`config.mk`:
```
export PLATFORM = sky130hd
export DESIGN_NAME = command_fifo_register_drain_unit
export DESIGN_NICKNAME = d
export VERILOG_FILES = /design/src/cfrd_pkg.sv /design/src/cfrd_bank.sv /design/src/command_fifo_register_drain_unit.sv
export SDC_FILE = /design/constraint.sdc
export NUM_CORES = 1
export LEC_CHECK = 0
export ABC_AREA = 0
export BUFFER_PORTS_ARGS = -buffer_cell sky130_fd_sc_hd__buf_2
export CAP_MARGIN = 20
export CORE_UTILIZATION = 50
export CTS_CLUSTER_SIZE = 30
export DETAILED_ROUTE_END_ITERATION = 10
export PLACE_DENSITY = 0.67
export SKIP_LAST_GASP = 1
export SLEW_MARGIN = 20
export SYNTH_ARGS = -nofsm -noshare
export SYNTH_HDL_FRONTEND = slang
export SYNTH_SLANG_ARGS = --single-unit
```
`constraint.sdc`:
```
create_clock -name clk -period 10.1 [get_ports clk]
set_input_delay 1.01 -clock clk [delete_from_list [all_inputs] [get_ports clk]]
set_output_delay 1.01 -clock clk [all_outputs]
set_load 0.01 [all_outputs]
```
`src/cfrd_pkg.sv`:
```
// ----------------------------------------------------------------------------
// cfrd_pkg
// Shared types and constants of the command FIFO register and drain unit.
// ----------------------------------------------------------------------------
package cfrd_pkg;

	localparam int ADDR_BITS_DEF = 26;

	localparam logic [1:0] ACT_READ  = 2'd0;
	localparam logic [1:0] ACT_WRITE = 2'd1;
	localparam logic [1:0] ACT_TICK  = 2'd2;

	localparam logic [7:0] OFF_STATUS  = 8'h00;
	localparam logic [7:0] OFF_CONTROL = 8'h02;
	localparam logic [7:0] OFF_CLEAR   = 8'h04;

	// offset[7:5] of the pointer word region (0x20 .. 0x3F)
	localparam logic [2:0] WORD_REGION = 3'b001;
	localparam logic [1:0] HALF_UPPER  = 2'b00;
	localparam logic [1:0] HALF_LOWER  = 2'b10;

	localparam int NUM_WORDS = 7;
	localparam logic [2:0] W_BASE = 3'd0;
	localparam logic [2:0] W_END  = 3'd1;
	localparam logic [2:0] W_HIGH = 3'd2;
	localparam logic [2:0] W_LOW  = 3'd3;
	localparam logic [2:0] W_DIST = 3'd4;
	localparam logic [2:0] W_WP   = 3'd5;
	localparam logic [2:0] W_RP   = 3'd6;
	localparam logic [2:0] W_NONE = 3'd7;

	typedef struct packed {
		logic [1:0]  action;
		logic [7:0]  reg_offset;
		logic [31:0] write_data;
	} item_t;

	typedef struct packed {
		logic [15:0] read_data;
		logic        fetch_valid;
		logic [25:0] fetch_address;
		logic        drain_busy;
	} result_t;

endpackage

```
`src/cfrd_bank.sv`:
```
// ----------------------------------------------------------------------------
// cfrd_bank
// Register bank with access decode and drain pointer update. Computes the
// result of the item at its input and commits the new state on upd.
// ----------------------------------------------------------------------------
module cfrd_bank #(
	parameter int ADDR_BITS = cfrd_pkg::ADDR_BITS_DEF
) (
	input  logic              clk,
	input  logic              arst_n,
	input  logic              upd,
	input  cfrd_pkg::item_t   item,
	output cfrd_pkg::result_t result
);
	import cfrd_pkg::*;

	localparam logic [31:0] ADDR_MASK = 32'((64'd1 << ADDR_BITS) - 64'd1);

	logic [15:0] status_q, control_q, clear_q;
	logic [15:0] status_d, control_d, clear_d;
	logic [31:0] words_q [NUM_WORDS];
	logic [31:0] words_d [NUM_WORDS];
	logic        armed_q, armed_d;

	logic [2:0]  widx;
	logic        in_words;
	logic [31:0] rp, wp, base, fend;
	logic [32:0] next_rp;

	assign widx     = item.reg_offset[4:2];
	assign in_words = (item.reg_offset[7:5] == WORD_REGION) && (widx != W_NONE);
	assign rp       = words_q[W_RP] & ADDR_MASK;
	assign wp       = words_q[W_WP] & ADDR_MASK;
	assign base     = words_q[W_BASE] & ADDR_MASK;
	assign fend     = words_q[W_END] & ADDR_MASK;
	assign next_rp  = {1'b0, rp} + 33'd1;

	always_comb begin
		status_d  = status_q;
		control_d = control_q;
		clear_d   = clear_q;
		words_d   = words_q;
		armed_d   = armed_q;
		result    = '0;
		unique case (item.action)
			ACT_READ: begin
				priority if (item.reg_offset == OFF_STATUS) begin
					result.read_data = status_q;
				end else if (item.reg_offset == OFF_CONTROL) begin
					result.read_data = control_q;
				end else if (in_words && item.reg_offset[1:0] == HALF_UPPER) begin
					result.read_data = words_q[widx][31:16];
				end else if (in_words && item.reg_offset[1:0] == HALF_LOWER) begin
					result.read_data = words_q[widx][15:0];
				end else begin
				end
			end
			ACT_WRITE: begin
				priority if (item.reg_offset == OFF_STATUS) begin
					status_d = item.write_data[15:0];
				end else if (item.reg_offset == OFF_CONTROL) begin
					control_d = item.write_data[15:0];
					armed_d   = 1'b1;
				end else if (item.reg_offset == OFF_CLEAR) begin
					clear_d = item.write_data[15:0];
				end else if (in_words && item.reg_offset[1:0] != 2'b11) begin
					if (item.reg_offset[1:0] == HALF_UPPER) begin
						if (|item.write_data[31:16]) begin
							words_d[widx] = item.write_data;
						end else begin
							words_d[widx][31:16] = item.write_data[15:0];
						end
					end else if (item.reg_offset[1:0] == HALF_LOWER) begin
						words_d[widx][15:0] = item.write_data[15:0];
					end
					if (widx == W_WP) begin
						armed_d = 1'b1;
					end
				end else begin
				end
			end
			ACT_TICK: begin
				if (armed_q) begin
					if (!control_q[0] || base == '0 || fend == '0 || rp == wp) begin
						armed_d = 1'b0;
					end else begin
						result.fetch_valid   = 1'b1;
						result.fetch_address = rp[25:0];
						// wrap to base at end
						if (next_rp >= {1'b0, fend}) begin
							words_d[W_RP] = base;
						end else begin
							words_d[W_RP] = next_rp[31:0];
						end
					end
				end
			end
			default: begin
			end
		endcase
		result.drain_busy = armed_d && (((words_d[W_RP] ^ words_d[W_WP]) & ADDR_MASK) != '0);
	end

	always_ff @(posedge clk or negedge arst_n) begin
		if (!arst_n) begin
			status_q  <= '0;
			control_q <= '0;
			clear_q   <= '0;
			armed_q   <= 1'b0;
			for (int i = 0; i < NUM_WORDS; i++) begin
				words_q[i] <= '0;
			end
		end else if (upd) begin
			status_q  <= status_d;
			control_q <= control_d;
			clear_q   <= clear_d;
			armed_q   <= armed_d;
			words_q   <= words_d;
		end
	end

endmodule

```
`src/command_fifo_register_drain_unit.sv`:
```
// ----------------------------------------------------------------------------
// command_fifo_register_drain_unit
// Command FIFO register block: 16-bit bus access to status, control, clear and
// the FIFO pointer words, and a byte drain that walks the read pointer.
// ----------------------------------------------------------------------------
// Each item is a register read, a register write or a drain tick and yields
// exactly one result. An item is registered on entry, decoded and applied to
// the register bank when it advances, and its result lands in an output
// register; one item is taken every cycle while the output is not stalled,
// with the single read-pointer increment and compare done between those two
// registers. A stalled result holds the item behind it in the input register;
// state changes only when an item moves to the output.
module command_fifo_register_drain_unit #(
	parameter int ADDR_BITS = cfrd_pkg::ADDR_BITS_DEF
) (
	input  logic        clk,
	input  logic        arst_n,
	input  logic        item_valid,
	output logic        item_ready,
	input  logic [1:0]  action,
	input  logic [7:0]  reg_offset,
	input  logic [31:0] write_data,
	output logic        result_valid,
	input  logic        result_ready,
	output logic [15:0] read_data,
	output logic        fetch_valid,
	output logic [25:0] fetch_address,
	output logic        drain_busy
);
	import cfrd_pkg::*;

	logic    valid_s1;
	item_t   item_s1;
	logic    out_valid_q;
	result_t result_q;
	result_t res;
	logic    advance;

	assign advance    = valid_s1 && (!out_valid_q || result_ready);
	assign item_ready = !valid_s1 || advance;

	cfrd_bank #(
		.ADDR_BITS(ADDR_BITS)
	) u_bank (
		.clk    (clk),
		.arst_n (arst_n),
		.upd    (advance),
		.item   (item_s1),
		.result (res)
	);

	always_ff @(posedge clk or negedge arst_n) begin
		if (!arst_n) begin
			valid_s1    <= 1'b0;
			out_valid_q <= 1'b0;
		end else begin
			if (item_valid && item_ready) begin
				valid_s1 <= 1'b1;
			end else if (advance) begin
				valid_s1 <= 1'b0;
			end
			if (advance) begin
				out_valid_q <= 1'b1;
			end else if (result_ready) begin
				out_valid_q <= 1'b0;
			end
		end
	end

	always_ff @(posedge clk) begin
		if (item_valid && item_ready) begin
			item_s1 <= '{action: action, reg_offset: reg_offset, write_data: write_data};
		end
		if (advance) begin
			result_q <= res;
		end
	end

	assign result_valid  = out_valid_q;
	assign read_data     = result_q.read_data;
	assign fetch_valid   = result_q.fetch_valid;
	assign fetch_address = result_q.fetch_address;
	assign drain_busy    = result_q.drain_busy;

	// a fetch only comes from a drain tick
	assert property (@(posedge clk) disable iff (!arst_n)
		advance && res.fetch_valid |-> item_s1.action == ACT_TICK)
		else $error("fetch from a non-tick item");

	// a fetch never carries read data
	assert property (@(posedge clk) disable iff (!arst_n)
		out_valid_q && result_q.fetch_valid |-> result_q.read_data == '0)
		else $error("fetch result with read data");

	// an advancing item always shows up at the output next cycle
	assert property (@(posedge clk) disable iff (!arst_n)
		advance |=> out_valid_q)
		else $error("advanced item lost");

	// the input stage never takes an item while holding a stalled one
	assert property (@(posedge clk) disable iff (!arst_n)
		valid_s1 && out_valid_q && !result_ready |=> valid_s1 && $stable(item_s1))
		else $error("held item overwritten");

endmodule
```
==> out/results.txt <==
first-pass GRT wire length - 98.6 mm
DRT Wirelength - 65.8 mm
mux share of post-synthesis cell area - 0.144
worst clock skew - 0.0226 ns
H-tree levels - 2
Die H - 196 um
Slew Limit Headroom - 0.251
cts bufs inserted - 38
Detailed Place HPWL - 46.7 mm
async set or reset register ratio after synthesis - 0.751
drt pass-1 iters - 6
main combinational cell family by area after synthesis - compound AO/OA/AOI/OAI gates
Post-synth EDFFs - 86
Placeable Area - 0.0368 mm^2
Inserted Diodes - 0
cts hold-fix bufs - 0
XOR/XNOR share of the synthesized area - 0.0280
Layout fillers - 3187
status - completed
GRT overflow - 0
Post-Synth Simple-Gate Area - 0.136
Crit path arrival time - 7.32 ns
Worst Tran Pin Value - 1.12 ns
Final period util - 0.692
routed via count - 15200
final instance area - 0.0208 mm^2
CP Launch Type - flop
Max Slew Vio Count - 0
Synth Area in Adders - 0.0200
DRT antenna net count - 0
DRT iter0 DRCs - 1528
register area share after synthesis - 0.483
Synth Area in Compound Gates - 0.150
Hold Vio Cnt, Final - 0
crit-path max FO - 26
CP bufs+invs - 1
Pleak - 0.00911 uW
synth top area cells - dfrtp_1 35%, edfxtp_1 14%, mux2_2 7.7%
Post-Synthesis Cells - 1804
metal2 WL - 29.2 mm
Setup Total Neg Slack - 0 ns
syn_nets - 1880
worst hold path type - flop to flop
clk_lat worst skew - 0.58 ns
Max Root-Sink Buffers - 3
share of layout cells above drive strength 1 - 0.200
final hold slack - 0.471 ns
residual DRC count - 0
GPL Wtd Cong - 1.00
root buf cell - clkbuf_16
Port Buffers - 91
vias in the first global route - 14900
peak supply drop - 0.000138 V
Worst Path Required - 10.43 ns
Sink Count - 345
CTS tree - built
Area after DPL - 0.0196 mm^2
Avg WL per Cell - 28.3 um
mapped cell area - 0.0188 mm^2
fmax - 0.143 GHz
Syn. warnings - 0
crit-path cells - ha_1, nand3_2, or4_4, or2_1, nor3_1, xor2_1, ha_1, nand3_1, nor3_1, a2111oi_0, nand2_1, nor3_4, buf_4, mux2i_4, o221a_1, nand4b_1, or3_1, or4_1, o31a_1
share of the synthesized area in the top cell type - 0.346
register clock-pin slew on the reported worst setup and hold paths - 0.06 ns
Synth cell types - 81
crit path capture type - flop
initial antenna violation count - 2
starting density of the core - 0.510
met3 WL - 5.33 mm
PD cells - 166 mW/mm^2
post-synth top area cell - dfrtp_1
synthesized flop and latch total - 345
Final setup viols - 0
Crit path largest cell delay - 0.74 ns
CP top delay family - simple AND/OR/NAND/NOR gates
full die area - 0.0383 mm^2
area delta synth->final - 11.0%
post-CTS resize count - 0
Final Critical Period - 6.99 ns
cell at the slowest stage of the critical path - dfrtp_1
nets@finish - 1911
IO Count - 92
Tot GR Track Use - 0.351
Final Power - 3460 uW
met1 WL - 28.0 mm
Syn Area/Cell - 10.4 um^2
largest net degree at the start of global routing - 120
vias per inst - 6.53
crit path kind - flop to flop
Rows - 70
max cap viols - 0
Most used DFF post-synth - dfrtp_1
chip width - 196 um
RSZ-0062 raised after global routing - false
max layer used - met5
Setup Buffers After CTS - 0
-- layout by cell type (no fill, tap or decap), types with 43 or more instances in the layout --
cell	netlist	routed
dfrtp_1	259	259
nand2_1	213	213
mux2_2	128	128
o21ai_0	125	125
nor2_1	110	109
a21oi_1	99	99
buf_2	5	90
edfxtp_1	86	86
o211ai_1	53	53
mux2i_1	52	52
inv_1	44	43
-- tightest hold or removal path, cell delays in order (launching register included) --
cell	delay [ns]
dfrtp_1	0.34
nand2_1	0.05
o31ai_1	0.05
-- flip-flops by register name, indices dropped and copies added, names as in the netlist --
name,flops
read_data,16
fetch_valid,1
u_bank.control_q,16
result_valid,1
fetch_address,26
u_bank.words_q,146
u_bank.armed_q,1
u_bank.fend,26
item_s1,42
u_bank.base,26
u_bank.status_q,16
drain_busy,1
valid_s1,1
u_bank.rp,26
-- power by group --
group	internal (uW)	switching (uW)	total [uW]
clock	812	596	1410
sequential	1480	64.0	1540
combinational	155	354	509
total	2450	1010	3460
-- layer usage --
metal	vias to the layer above	global-route usage
met3	139	0.0621
met5	-	0
met4	4	0.168
li1	6731	-
met1	7602	0.491
met2	742	0.532
-- area by class of cell --
type                       count  area [um^2]  share of cell area
multi-input combinational   1276         9020               0.433
inverter                      45          169             0.00811
timing repair buffer         129          751              0.0361
clock inverter                15          181             0.00871
sequential                   345         9060               0.435
tap                          468          586              0.0281
clock buffer                  51         1050              0.0505
-- worst paths after layout --
| check | startpoint | end | slack (ns) | cells after the start |
|---|---|---|---|---|
| setup / recovery | u_bank.rp[0] | drain_busy | 3.11 | 19 |
| hold / removal | u_bank.words_q[222] | u_bank.words_q[222] | 0.47 | 2 |
| setup reg to reg | u_bank.rp[0] | drain_busy | 3.11 | 19 |
| hold reg to reg | u_bank.words_q[222] | u_bank.words_q[222] | 0.47 | 2 |
| max in group asynchronous | arst_n | u_bank.words_q[222] | 8.06 | 2 |
| min in group asynchronous | arst_n | u_bank.words_q[157] | 0.48 | 1 |
-- cell usage after synthesis, types with 7 or more instances --
| master | n |
|---|---|
| and2_1 | 10 |
| a22oi_1 | 13 |
| or4_1 | 9 |
| mux2_2 | 128 |
| o211ai_1 | 53 |
| nand3_1 | 29 |
| dfrtp_1 | 259 |
| edfxtp_1 | 86 |
| a211oi_1 | 7 |
| xor2_1 | 39 |
| mux4_2 | 32 |
| nor4_1 | 32 |
| a31oi_1 | 16 |
| or2_2 | 7 |
| nor2_1 | 110 |
| o21ai_0 | 125 |
| nand4_1 | 20 |
| o22ai_1 | 20 |
| a21o_1 | 8 |
| a21oi_1 | 99 |
| o31ai_1 | 31 |
| nor3_1 | 25 |
| clkbuf_1 | 113 |
| xnor2_1 | 21 |
| nand2_1 | 213 |
| and3_1 | 29 |
| nand2b_1 | 8 |
| buf_1 | 15 |
| mux2i_1 | 52 |
| inv_1 | 44 |
| a21boi_0 | 9 |
| ha_1 | 30 |
-- logic make-up (layout without fill, tap and decap cells) --
logic type               count (synthesis)  after routing
multiplexers                           213            213
XOR/XNOR                                60             60
AO/OA/AOI/OAI                          444            444
buffers and inverters                  183            240
adder cells (fa/ha/maj)                 30             30
flip-flops                             345            345
AND/OR/NAND/NOR                        529            529
-- per-stage QoR --
step	worst slack, ns	util	cells
finish	3.11	0.566	2329
floorplan	4.48	-	1804
detailed placement	3.11	0.532	2263
CTS	3.11	0.566	2329
global placement	3.23	0.532	2263
global route	2.67	0.566	2329
(Power assumes the default switching activity.)
